`config.mk`:
```
export PLATFORM = sky130hd
export DESIGN_NAME = gradient_overlay_blend_top_flat
export DESIGN_NICKNAME = d
export VERILOG_FILES = /design/src/design/gob_pkg.sv /design/src/design/gob_req_if.sv /design/src/design/gob_rsp_if.sv /design/src/design/gob_csr_if.sv /design/src/design/gob_div_stage.sv /design/src/design/gradient_overlay_blend_top.sv /design/src/flat_wrapper.sv
export SDC_FILE = /design/constraint.sdc
export NUM_CORES = 2
export LEC_CHECK = 0
export BUFFER_PORTS_ARGS = -buffer_cell sky130_fd_sc_hd__buf_2
export CAP_MARGIN = 20
export CORE_MARGIN = 3
export CORE_UTILIZATION = 35
export CTS_CLUSTER_SIZE = 16
export DETAILED_ROUTE_END_ITERATION = 16
export GPL_TIMING_DRIVEN = 0
export PLACE_DENSITY = 0.53
export SYNTH_ARGS = -nofsm -noshare
export SYNTH_HDL_FRONTEND = slang
export SYNTH_SLANG_ARGS = --single-unit
```
`constraint.sdc`:
```
create_clock -name clock -period 10.8 [get_ports clock]
set_clock_uncertainty 0.05 [all_clocks]
set_input_delay 2.16 -clock clock [delete_from_list [all_inputs] [get_ports clock]]
set_output_delay 2.16 -clock clock [all_outputs]
set_load 0.1 [all_outputs]
```
`src/design/gob_pkg.sv`:
```
`default_nettype none
package gob_pkg;

   localparam int COL_BITS   = 11;
   localparam int ROW_BITS   = 11;
   localparam int CHAN_BITS  = 8;
   localparam int NUM_CHANS  = 3;
   localparam int SIZE_BITS  = 12;
   localparam int POS_BITS   = 12;
   localparam int SPAN_BITS  = 13;
   localparam int QUO_BITS   = 8;
   localparam int ALPHA_BITS = 9;
   localparam int PROD_BITS  = 17;
   localparam int CSR_INDEX_BITS = 2;

   localparam logic [ALPHA_BITS-1:0] ALPHA_ONE = 9'd256;

   localparam logic [SIZE_BITS-1:0] RESET_WIDTH  = 12'd640;
   localparam logic [SIZE_BITS-1:0] RESET_HEIGHT = 12'd480;

   typedef enum logic [CSR_INDEX_BITS-1:0] {
      CSR_FRAME_WIDTH  = 2'd0,
      CSR_FRAME_HEIGHT = 2'd1
   } csr_index_type;

   typedef logic [CHAN_BITS-1:0] chan_type;

   typedef struct packed {
      chan_type [NUM_CHANS-1:0] base;
      chan_type [NUM_CHANS-1:0] over;
   } pixel_type;

endpackage
`default_nettype wire

```
`src/design/gob_req_if.sv`:
```
`default_nettype none
interface gob_req_if;
   logic       valid;
   logic       ready;
   logic [10:0] col;
   logic [10:0] row;
   logic [7:0] base_blue;
   logic [7:0] base_green;
   logic [7:0] base_red;
   logic [7:0] over_blue;
   logic [7:0] over_green;
   logic [7:0] over_red;

   modport source (
      output valid, col, row, base_blue, base_green, base_red,
             over_blue, over_green, over_red,
      input  ready
   );
   modport sink (
      input  valid, col, row, base_blue, base_green, base_red,
             over_blue, over_green, over_red,
      output ready
   );
endinterface
`default_nettype wire

```
`src/design/gob_rsp_if.sv`:
```
`default_nettype none
interface gob_rsp_if;
   logic       valid;
   logic       ready;
   logic [7:0] out_blue;
   logic [7:0] out_green;
   logic [7:0] out_red;
   logic       write_blue;
   logic       write_green;
   logic       write_red;

   modport source (
      output valid, out_blue, out_green, out_red, write_blue, write_green, write_red,
      input  ready
   );
   modport sink (
      input  valid, out_blue, out_green, out_red, write_blue, write_green, write_red,
      output ready
   );
endinterface
`default_nettype wire

```
`src/design/gob_csr_if.sv`:
```
`default_nettype none
interface gob_csr_if;
   logic        valid;
   logic        ready;
   logic [1:0]  index;
   logic [11:0] data;

   modport source (
      output valid, index, data,
      input  ready
   );
   modport sink (
      input  valid, index, data,
      output ready
   );
endinterface
`default_nettype wire

```
`src/design/gob_div_stage.sv`:
```
`default_nettype none
// Two steps of restoring division: each step doubles the partial remainder
// and subtracts the divisor when it fits, producing one quotient bit.
module gob_div_stage
   import gob_pkg::*;
(
   input  wire logic [SPAN_BITS-1:0] rem_i,
   input  wire logic [SPAN_BITS-1:0] span_i,
   input  wire logic [QUO_BITS-1:0]  quo_i,
   output logic [SPAN_BITS-1:0]      rem_o,
   output logic [QUO_BITS-1:0]       quo_o
);

   logic [SPAN_BITS:0]   dbl1;
   logic [SPAN_BITS:0]   dbl2;
   logic [SPAN_BITS-1:0] mid;
   logic                 bit1;
   logic                 bit2;

   always_comb begin
      dbl1 = {rem_i, 1'b0};
      bit1 = (dbl1 >= {1'b0, span_i});
      mid  = bit1 ? SPAN_BITS'(dbl1 - {1'b0, span_i}) : SPAN_BITS'(dbl1);
      dbl2 = {mid, 1'b0};
      bit2 = (dbl2 >= {1'b0, span_i});
      rem_o = bit2 ? SPAN_BITS'(dbl2 - {1'b0, span_i}) : SPAN_BITS'(dbl2);
      quo_o = {quo_i[QUO_BITS-3:0], bit1, bit2};
   end

endmodule
`default_nettype wire

```
`src/design/gradient_overlay_blend_top.sv`:
```
// Gradient overlay blend.
// Requests arrive on req_ch: pixel column and row plus three base and three
// overlay channels. Each request yields exactly one response on rsp_ch with
// the three output channels and their write flags. A channel whose overlay
// is zero passes the base value with its write flag clear.
// csr_ch writes frame_width (index 0) and frame_height (index 1); it is
// always ready and should be written only while no requests are in flight.
// Values above MAX_WIDTH / MAX_HEIGHT are clamped; other indexes are ignored.
// Throughput is one request per cycle while rsp_ch is ready. From acceptance
// to the response appearing on rsp_ch, one stage forms the diagonal position
// and span, four stages each produce two bits of the 8-bit opacity quotient,
// one stage forms the products and the last stage adds them into the output
// register. Each stage has its own valid bit and holds only when its
// successor is full and stalled, so a stalled receiver fills the bubbles
// before req_ch.ready drops. Synchronous reset empties the pipeline and
// restores frame_width to 640 and frame_height to 480.
`default_nettype none
module gradient_overlay_blend_top
   import gob_pkg::*;
#(
   parameter int MAX_WIDTH  = 2048,
   parameter int MAX_HEIGHT = 2048
) (
   input  wire logic clock,
   input  wire logic reset,
   gob_req_if.sink   req_ch,
   gob_rsp_if.source rsp_ch,
   gob_csr_if.sink   csr_ch
);

   localparam int NUM_STAGES = 7;
   localparam int DIV_STAGES = 4;
   localparam logic [SIZE_BITS+1:0] MAX_W = (SIZE_BITS+2)'(MAX_WIDTH);
   localparam logic [SIZE_BITS+1:0] MAX_H = (SIZE_BITS+2)'(MAX_HEIGHT);

   // Configuration registers.
   logic [SIZE_BITS-1:0] width_ff, width_in;
   logic [SIZE_BITS-1:0] height_ff, height_in;

   assign csr_ch.ready = 1'b1;

   always_comb begin
      width_in  = width_ff;
      height_in = height_ff;
      if (csr_ch.valid) begin
         case (csr_ch.index)
            CSR_FRAME_WIDTH: begin
               width_in = ({2'b00, csr_ch.data} > MAX_W) ? SIZE_BITS'(MAX_WIDTH)
                                                         : csr_ch.data;
            end
            CSR_FRAME_HEIGHT: begin
               height_in = ({2'b00, csr_ch.data} > MAX_H) ? SIZE_BITS'(MAX_HEIGHT)
                                                          : csr_ch.data;
            end
            default: begin
            end
         endcase
      end
   end

   always_ff @(posedge clock) begin
      if (reset) begin
         width_ff  <= RESET_WIDTH;
         height_ff <= RESET_HEIGHT;
      end else begin
         width_ff  <= width_in;
         height_ff <= height_in;
      end
   end

   // Pipeline flow control: stage k loads when it is empty or drains.
   logic [NUM_STAGES-1:0] valid_ff;
   logic [NUM_STAGES:0]   adv;

   always_comb begin
      adv[NUM_STAGES] = rsp_ch.ready;
      for (int k = NUM_STAGES - 1; k >= 0; k--) begin
         adv[k] = ~valid_ff[k] | adv[k+1];
      end
   end

   assign req_ch.ready = adv[0];

   always_ff @(posedge clock) begin
      if (reset) begin
         valid_ff <= '0;
      end else begin
         if (adv[0]) begin
            valid_ff[0] <= req_ch.valid;
         end
         for (int k = 1; k < NUM_STAGES; k++) begin
            if (adv[k]) begin
               valid_ff[k] <= valid_ff[k-1];
            end
         end
      end
   end

   // Stage 0: diagonal position against the frame span.
   logic [POS_BITS-1:0]  pos;
   logic [SPAN_BITS-1:0] span;
   logic                 sat;
   pixel_type            pix_in;

   always_comb begin
      pos  = POS_BITS'(req_ch.col) + POS_BITS'(req_ch.row);
      span = SPAN_BITS'(width_ff) + SPAN_BITS'(height_ff);
      sat  = (SPAN_BITS'(pos) >= span);
      pix_in.base[0] = req_ch.base_blue;
      pix_in.base[1] = req_ch.base_green;
      pix_in.base[2] = req_ch.base_red;
      pix_in.over[0] = req_ch.over_blue;
      pix_in.over[1] = req_ch.over_green;
      pix_in.over[2] = req_ch.over_red;
   end

   // Stages 0 to 4 carry the division state; stage 0 holds the dividend.
   logic [SPAN_BITS-1:0] rem_ff  [DIV_STAGES+1];
   logic [SPAN_BITS-1:0] span_ff [DIV_STAGES+1];
   logic [QUO_BITS-1:0]  quo_ff  [DIV_STAGES+1];
   logic                 sat_ff  [DIV_STAGES+1];
   pixel_type            pix_ff  [DIV_STAGES+1];

   always_ff @(posedge clock) begin
      if (adv[0]) begin
         // A saturated pixel divides zero by a nonzero span, so its quotient
         // stays zero even for an empty frame.
         rem_ff[0]  <= sat ? '0 : SPAN_BITS'(pos);
         span_ff[0] <= sat ? '1 : span;
         quo_ff[0]  <= '0;
         sat_ff[0]  <= sat;
         pix_ff[0]  <= pix_in;
      end
   end

   for (genvar g = 1; g <= DIV_STAGES; g++) begin : g_div
      logic [SPAN_BITS-1:0] rem_in;
      logic [QUO_BITS-1:0]  quo_in;

      gob_div_stage u_div (
         .rem_i  (rem_ff[g-1]),
         .span_i (span_ff[g-1]),
         .quo_i  (quo_ff[g-1]),
         .rem_o  (rem_in),
         .quo_o  (quo_in)
      );

      always_ff @(posedge clock) begin
         if (adv[g]) begin
            rem_ff[g]  <= rem_in;
            span_ff[g] <= span_ff[g-1];
            quo_ff[g]  <= quo_in;
            sat_ff[g]  <= sat_ff[g-1];
            pix_ff[g]  <= pix_ff[g-1];
         end
      end
   end

   // Stage 5: opacity weighted products.
   logic [ALPHA_BITS-1:0] alpha;
   logic [ALPHA_BITS-1:0] keep;
   logic [PROD_BITS-1:0]  prod_base_in [NUM_CHANS];
   logic [PROD_BITS-1:0]  prod_over_in [NUM_CHANS];
   logic [PROD_BITS-1:0]  prod_base_ff [NUM_CHANS];
   logic [PROD_BITS-1:0]  prod_over_ff [NUM_CHANS];
   pixel_type             pix_p_ff;

   always_comb begin
      alpha = sat_ff[DIV_STAGES] ? ALPHA_ONE : ALPHA_BITS'(quo_ff[DIV_STAGES]);
      keep  = ALPHA_ONE - alpha;
      for (int c = 0; c < NUM_CHANS; c++) begin
         prod_base_in[c] = PROD_BITS'(keep) * PROD_BITS'(pix_ff[DIV_STAGES].base[c]);
         prod_over_in[c] = PROD_BITS'(alpha) * PROD_BITS'(pix_ff[DIV_STAGES].over[c]);
      end
   end

   always_ff @(posedge clock) begin
      if (adv[DIV_STAGES+1]) begin
         prod_base_ff <= prod_base_in;
         prod_over_ff <= prod_over_in;
         pix_p_ff     <= pix_ff[DIV_STAGES];
      end
   end

   // Stage 6: sum of the two scaled terms, or the base for a transparent channel.
   chan_type [NUM_CHANS-1:0] out_in, out_ff;
   logic     [NUM_CHANS-1:0] wr_in, wr_ff;

   always_comb begin
      for (int c = 0; c < NUM_CHANS; c++) begin
         wr_in[c]  = (pix_p_ff.over[c] != '0);
         out_in[c] = wr_in[c] ? CHAN_BITS'(prod_base_ff[c][PROD_BITS-1:8]
                                           + prod_over_ff[c][PROD_BITS-1:8])
                              : pix_p_ff.base[c];
      end
   end

   always_ff @(posedge clock) begin
      if (adv[NUM_STAGES-1]) begin
         out_ff <= out_in;
         wr_ff  <= wr_in;
      end
   end

   assign rsp_ch.valid       = valid_ff[NUM_STAGES-1];
   assign rsp_ch.out_blue    = out_ff[0];
   assign rsp_ch.out_green   = out_ff[1];
   assign rsp_ch.out_red     = out_ff[2];
   assign rsp_ch.write_blue  = wr_ff[0];
   assign rsp_ch.write_green = wr_ff[1];
   assign rsp_ch.write_red   = wr_ff[2];

   // Input back-pressure appears only once every stage holds a request.
   assert property (@(posedge clock) disable iff (reset)
      !req_ch.ready |-> (&valid_ff))
      else $error("input stalled while the pipeline has an empty stage");

   // A saturated pixel must leave the divider with a zero quotient.
   assert property (@(posedge clock) disable iff (reset)
      (valid_ff[DIV_STAGES] && sat_ff[DIV_STAGES]) |-> (quo_ff[DIV_STAGES] == '0))
      else $error("quotient nonzero for a pixel outside the frame");

   // A request moving out of the product stage must land in the output register.
   assert property (@(posedge clock) disable iff (reset)
      (valid_ff[NUM_STAGES-2] && adv[NUM_STAGES-1]) |=> valid_ff[NUM_STAGES-1])
      else $error("request lost between product and output stages");

endmodule
`default_nettype wire
```
`src/flat_wrapper.sv`:
```
// flat-port wrapper written by rule: the top's interface ports become plain ports
module gradient_overlay_blend_top_flat import gob_pkg::*;
#(
   parameter int MAX_WIDTH  = 2048,
   parameter int MAX_HEIGHT = 2048
)
  (clock, reset, req_ch_valid, req_ch_col, req_ch_row, req_ch_base_blue, req_ch_base_green, req_ch_base_red, req_ch_over_blue, req_ch_over_green, req_ch_over_red, req_ch_ready, rsp_ch_valid, rsp_ch_out_blue, rsp_ch_out_green, rsp_ch_out_red, rsp_ch_write_blue, rsp_ch_write_green, rsp_ch_write_red, rsp_ch_ready, csr_ch_valid, csr_ch_index, csr_ch_data, csr_ch_ready);
  gob_req_if req_ch_i ();
  gob_rsp_if rsp_ch_i ();
  gob_csr_if csr_ch_i ();
  input  wire logic clock;
  input  wire logic reset;
  input wire logic [$bits(req_ch_i.valid)-1:0] req_ch_valid;
  input wire logic [$bits(req_ch_i.col)-1:0] req_ch_col;
  input wire logic [$bits(req_ch_i.row)-1:0] req_ch_row;
  input wire logic [$bits(req_ch_i.base_blue)-1:0] req_ch_base_blue;
  input wire logic [$bits(req_ch_i.base_green)-1:0] req_ch_base_green;
  input wire logic [$bits(req_ch_i.base_red)-1:0] req_ch_base_red;
  input wire logic [$bits(req_ch_i.over_blue)-1:0] req_ch_over_blue;
  input wire logic [$bits(req_ch_i.over_green)-1:0] req_ch_over_green;
  input wire logic [$bits(req_ch_i.over_red)-1:0] req_ch_over_red;
  output wire logic [$bits(req_ch_i.ready)-1:0] req_ch_ready;
  output wire logic [$bits(rsp_ch_i.valid)-1:0] rsp_ch_valid;
  output wire logic [$bits(rsp_ch_i.out_blue)-1:0] rsp_ch_out_blue;
  output wire logic [$bits(rsp_ch_i.out_green)-1:0] rsp_ch_out_green;
  output wire logic [$bits(rsp_ch_i.out_red)-1:0] rsp_ch_out_red;
  output wire logic [$bits(rsp_ch_i.write_blue)-1:0] rsp_ch_write_blue;
  output wire logic [$bits(rsp_ch_i.write_green)-1:0] rsp_ch_write_green;
  output wire logic [$bits(rsp_ch_i.write_red)-1:0] rsp_ch_write_red;
  input wire logic [$bits(rsp_ch_i.ready)-1:0] rsp_ch_ready;
  input wire logic [$bits(csr_ch_i.valid)-1:0] csr_ch_valid;
  input wire logic [$bits(csr_ch_i.index)-1:0] csr_ch_index;
  input wire logic [$bits(csr_ch_i.data)-1:0] csr_ch_data;
  output wire logic [$bits(csr_ch_i.ready)-1:0] csr_ch_ready;
  assign req_ch_i.valid = req_ch_valid;
  assign req_ch_i.col = req_ch_col;
  assign req_ch_i.row = req_ch_row;
  assign req_ch_i.base_blue = req_ch_base_blue;
  assign req_ch_i.base_green = req_ch_base_green;
  assign req_ch_i.base_red = req_ch_base_red;
  assign req_ch_i.over_blue = req_ch_over_blue;
  assign req_ch_i.over_green = req_ch_over_green;
  assign req_ch_i.over_red = req_ch_over_red;
  assign req_ch_ready = req_ch_i.ready;
  assign rsp_ch_valid = rsp_ch_i.valid;
  assign rsp_ch_out_blue = rsp_ch_i.out_blue;
  assign rsp_ch_out_green = rsp_ch_i.out_green;
  assign rsp_ch_out_red = rsp_ch_i.out_red;
  assign rsp_ch_write_blue = rsp_ch_i.write_blue;
  assign rsp_ch_write_green = rsp_ch_i.write_green;
  assign rsp_ch_write_red = rsp_ch_i.write_red;
  assign rsp_ch_i.ready = rsp_ch_ready;
  assign csr_ch_i.valid = csr_ch_valid;
  assign csr_ch_i.index = csr_ch_index;
  assign csr_ch_i.data = csr_ch_data;
  assign csr_ch_ready = csr_ch_i.ready;
  gradient_overlay_blend_top #(.MAX_WIDTH(MAX_WIDTH), .MAX_HEIGHT(MAX_HEIGHT)) u_core (.clock(clock), .reset(reset), .req_ch(req_ch_i), .rsp_ch(rsp_ch_i), .csr_ch(csr_ch_i));
endmodule
```
# [Word-level counts from Yosys, hierarchy flattened]
# Memory sizes are Yosys's and may differ from the RTL's.
# Cells that the tools add are included.
[word_totals] memories=5 elab_cells=106 reg_bits=202 ram_bits=415 out_inout_bits=30
[mem_list] name="u_core.pix_ff" depth=5 word_bits=48 rd=5 rd_clocked_by_memory_dff=0 wr=5 line="gradient_overlay_blend_top.sv:122" text="pixel_type pix_ff [DIV_STAGES+1];"
[mem_list] name="u_core.rem_ff" depth=5 word_bits=13 rd=4 rd_clocked_by_memory_dff=0 wr=5 line="gradient_overlay_blend_top.sv:118" text="logic [SPAN_BITS-1:0] rem_ff [DIV_STAGES+1];"
[mem_list] name="u_core.span_ff" depth=5 word_bits=13 rd=4 rd_clocked_by_memory_dff=0 wr=5 line="gradient_overlay_blend_top.sv:119" text="logic [SPAN_BITS-1:0] span_ff [DIV_STAGES+1];"
[mem_list] name="u_core.quo_ff" depth=5 word_bits=8 rd=5 rd_clocked_by_memory_dff=0 wr=5 line="gradient_overlay_blend_top.sv:120" text="logic [QUO_BITS-1:0] quo_ff [DIV_STAGES+1];"
[mem_list] name="u_core.sat_ff" depth=5 word_bits=1 rd=5 rd_clocked_by_memory_dff=0 wr=5 line="gradient_overlay_blend_top.sv:121" text="logic sat_ff [DIV_STAGES+1];"
[classes] multipliers=6 n_eq_ne=1 addsub=14 bitwise=14 n_mux=25 n_lt_le_gt_ge=10 reduce_logical=6
[ops] op="two-way mux 13 bit" count=9
[ops] op=">= comparator 14 x 13 -> 1 bit" count=8
[ops] op="subtractor 13 bit" count=8
[ops] op="multiplier 9 x 8 -> 16 bit" count=6
[ops] op="adder 8 bit" count=3
[ops] op="two-way mux 12 bit" count=2
[ops] op="two-way mux 8 bit" count=3
[ops] op="nonzero test 8 bit" count=3
[ops] op="adder 12 x 12 -> 13 bit" count=1
[ops] op=">= comparator 12 x 13 -> 1 bit" count=1
[ops] op="adder 11 x 11 -> 12 bit" count=1
[ops] op="> comparator 12 bit, second input constant" count=1
[ops] op="two-way mux 1 bit" count=10
[ops] op="two-way mux 9 bit" count=1
[ops] op="subtractor 9 bit, first input constant" count=1
[ops] op="inverter 1 bit" count=7
[ops] op="bitwise OR 1 bit" count=7
[ops] op="AND reduction 2 bit" count=2
[ops] op="== test 2 x 1 -> 1 bit, second input constant" count=1
[ops] op="logical NOT 2 bit" count=1

# [Depth between registers and ports, before layout]
[depth] ltp_word=10 ltp_mapped=24 depth_no_buf=21

# [By module]
# From an unflattened synthesis, not the netlist that was laid out.
[hier_totals] cells_unflattened=3386 hier_area_um2=38294.2
[by_module_without_submodules] module="gradient_overlay_blend_top" cells_each=2508 seq_area_each_um2=15725.1 area_each_um2=31536.5 instances=1
[by_module_without_submodules] module="gob_div_stage (u_core.g_div[1].u_div ...)" cells_each=221 seq_area_each_um2=0.0 area_each_um2=1732.9 instances=3
[by_module_without_submodules] module="gob_div_stage (u_core.g_div[4].u_div)" cells_each=215 seq_area_each_um2=0.0 area_each_um2=1559.0 instances=1

# [Worst setup path before layout]
# Ideal clock, no wire load.
[synth_timing] path_kind="in2out" startpoint="input rsp_ch_ready" endpoint="output req_ch_ready" n_path_buf=1 setup_slack_ns=2.813 path_stages=5 t_required_ns=8.590 arrival_time_ns=5.777 path_cell_list="nor2b_1 and2_1 and3_1 clkbuf_1 nand4_1"
[synth_between] elab_chain_cells=7
[synth_rtl] item="start: declaration" line="flat_wrapper.sv:30" text="input wire logic [$bits(rsp_ch_i.ready)-1:0] rsp_ch_ready;"
[synth_rtl] item="bitwise OR 1 bit (7 in series)" line="gradient_overlay_blend_top.sv:78" text="adv[k] = ~valid_ff[k] | adv[k+1];"
[synth_rtl] item="end: declaration" line="flat_wrapper.sv:22" text="output wire logic [$bits(req_ch_i.ready)-1:0] req_ch_ready;"
# Every way passes these cells.

==> results.yml <==
worst_setup_path:
  path_cells: "nor2b_1 -> clkbuf_1 -> clkbuf_1 -> inv_1 -> ha_1 -> nand2_1 -> xor2_1 -> clkbuf_1 -> nand2_1 -> fa_1 -> fa_1 -> inv_1 -> fa_1 -> inv_1 -> fa_1 -> inv_1 -> ha_1 -> a21oi_1 -> o21a_2 -> o21ai_2 -> or4_1 -> a31oi_2 -> o21bai_1 -> xnor2_1"
  arrival_ns: 8.46
  cp_slowest_stage_delay_ns: 0.81
  required_ns: 11.15
  worstSetupStartpointType: "register"
  crit_slowest_cell: "clkbuf_1"
  crit_path_end_kind: "register"
  crit_family: "adder cells"
  worstPathMaxFanout: 10
  critPathKind: "register to register"
  cp.buffers_inverters: 7
layout:
  area_delta_synth_final_pct: 12.5
  mostFrequentLayoutCell: "edfxtp_1"
  final_cell_mix: "edfxtp_1 (491), inv_1 (426), ha_1 (348), and2_1 (280), fa_1 (249)"
  layout-drive-gt1-share: 0.0928
  layout.nets: 4045
die:
  die_w_um: 328
  fp.dieArea_sq_um: 107000
  core_area_sq_um: 102000
  die_y_um: 328
  initial_core_util: 0.355
  row_count: 117
  pin_count: 119
logic_synthesis:
  avgSynthCellArea_sq_um: 11.4
  synth_top_area_share: 0.407
  synthCells: 3169
  ys_seq_area_frac: 0.424
  synth-async-reset-ratio: 0
  synth_area_leaders: "edfxtp_1 (41%), fa_1 (14%), ha_1 (12%)"
  ys.flop_type: "edfxtp_1"
  ys_ff_latch: 522
  yosysWarnings: 0
  synthesis.area_sq_um: 36200
  synth_edf_count: 491
  synth_nets: 3855
  yosysTopAreaCell: "edfxtp_1"
  yosysUniqueCellTypes: 89
hold_path:
  hp-class: "register to register"
global_route:
  overflow: 0
  antenna_found_initial: 1
  grt_pass1_vias: 23300
  grt_pass1_wl_um: 129000
  grt.total_usage: 0.154
  grt_max_degree: 63
drt:
  viasPerCell: 4.74
  drtIter0Drc: 1210
  drc: 0
  ant_nets: 0
  routedWlPerCell_um: 17.0
  drt_wl_total_um: 81300
  drtPass1Iterations: 6
  via_count: 22600
clock_tree:
  cts.htree.levels: 2
  cts.path.max_buffers: 3
  numCtsBuffers: 61
  insertion_delay_ns: 0.65
  cts_root_buf: "clkbuf_16"
  cts_tree: "yes"
  clk_pin_slew_ns: 0.06
  cts_sinks: 522
  cts_setup_buffers: 0
  cts_resized: 0
  ctsHoldBuffers: 0
sta:
  relSlewSlack: 0.328
  tightestPinTransition_ns: 1.01
  slew_violations: 0
  setup_viol: 0
  period_needed_ns: 8.10
  tns_ns: 0
  rsz0062_at_grt: "no"
  max_freq_ghz: 0.123
  min_period_over_period: 0.750
  hold_violations: 0
place:
  place.gp.congestion: 0.830
  dp_hpwl_um: 62400
  port_buffers: 116
run:
  cap_viol_max_count: 0
status:
  status: "finished, final reports clean"
worst reg2reg max path, cell delays in order, from the launching register on:
cell and delay, ns:
edfxtp_1 0.57, nor2b_1 0.33, clkbuf_1 0.47, clkbuf_1 0.81, inv_1 0.12, ha_1 0.30
nand2_1 0.09, xor2_1 0.42, clkbuf_1 0.63, nand2_1 0.16, fa_1 0.50, fa_1 0.51
inv_1 0.07, fa_1 0.54, inv_1 0.06, fa_1 0.53, inv_1 0.04, ha_1 0.30
a21oi_1 0.15, o21a_2 0.19, o21ai_2 0.09, or4_1 0.46, a31oi_2 0.25, o21bai_1 0.10
xnor2_1 0.13
final timing paths:
kind | from | end | slack [ns] | depth (start not counted)
max reg2reg | u_core.sat_ff[0][4]$_DFFE_PP_ | u_core.prod_base_ff[32]$_DFFE_PP_ | 2.70 | 24
max | u_core.sat_ff[0][4]$_DFFE_PP_ | u_core.prod_base_ff[32]$_DFFE_PP_ | 2.70 | 24
min reg2reg | u_core.pix_ff[0][68]$_DFFE_PP_ | u_core.pix_ff[0][116]$_DFFE_PP_ | 0.35 | 0
min | u_core.pix_ff[0][68]$_DFFE_PP_ | u_core.pix_ff[0][116]$_DFFE_PP_ | 0.35 | 0
registers in the layout, indices dropped and copies added, names as in the netlist, 12 cells and up:
register	count
u_core.quo_ff	20
u_core.span_ff	52
u_core.prod_base_ff	24
u_core.pix_ff	240
u_core.rem_ff	51
u_core.height_ff	12
u_core.width_ff	12
u_core.pix_p_ff	48
u_core.prod_over_ff	24
routing by layer:
| layer | share of wire | up-vias | GRT usage |
|---|---|---|---|
| met3 | 0.042 | 101 | 0.0252 |
| met2 | 0.48 | 325 | 0.260 |
| met5 | 0 | - | 0 |
| li1 | - | 11200 | - |
| met4 | 0.025 | 0 | 0.0421 |
| met1 | 0.46 | 11000 | 0.204 |
Yosys cell counts (all sizes together) (25+ instances only):
master    n
edfxtp  491
inv     431
ha      348
and2    280
fa      249
nand2   222
nor2    168
a21oi   135
xnor2   111
o21ai    90
clkbuf   61
mux2     48
nor3     48
xor2     48
dfxtp    31
a21o     30
nor2b    30
o21a     30
nand3    29
o21bai   25
area by class of cell:
type                            count  area (sq um)
Fill cell                        9990         61400
Multi-Input combinational cell   2140         18900
Sequential cell                   522         15400
Tap cell                         1368          1710
Inverter                          431          1620
Clock buffer                       72          1590
Timing Repair Buffer              127           846
Clock inverter                     38           342
Buffer                             76           338
Antenna cell                        2          5.00
per-stage QoR:
| step | worst slack, ns | util | cells | cell area [sq um] | hold slack (ns) |
|---|---|---|---|---|---|
| floorplan | 2.81 | - | 3169 | 36200 | 0.350 |
| global placement | 0.152 | 0.377 | 4653 | 38500 | 0.351 |
| detailed placement | 2.66 | 0.380 | 4664 | 38800 | 0.355 |
| CTS | 2.62 | 0.399 | 4774 | 40700 | 0.355 |
| global route | 2.15 | 0.399 | 4774 | 40700 | 0.366 |
| finish | 2.70 | 0.399 | 4776 | 40700 | 0.353 |
kinds of logic (layout without fill, tap and decap cells):
kind of cell	after synthesis	count (layout)	synth area share
AND/OR/NAND/NOR	892	892	0.127
adder cells (fa/ha/maj)	597	597	0.258
flip-flops	522	522	0.424
buffers and inverters	507	744	0.0540
AO/OA/AOI/OAI	435	435	0.0808
XOR/XNOR	159	159	0.0384
multiplexers	56	56	0.0172
other	1	3	0.000104
Power is left out: the tool's default activity adds up to more than one toggle a clock period on the data nets, which glitch-free logic cannot reach.
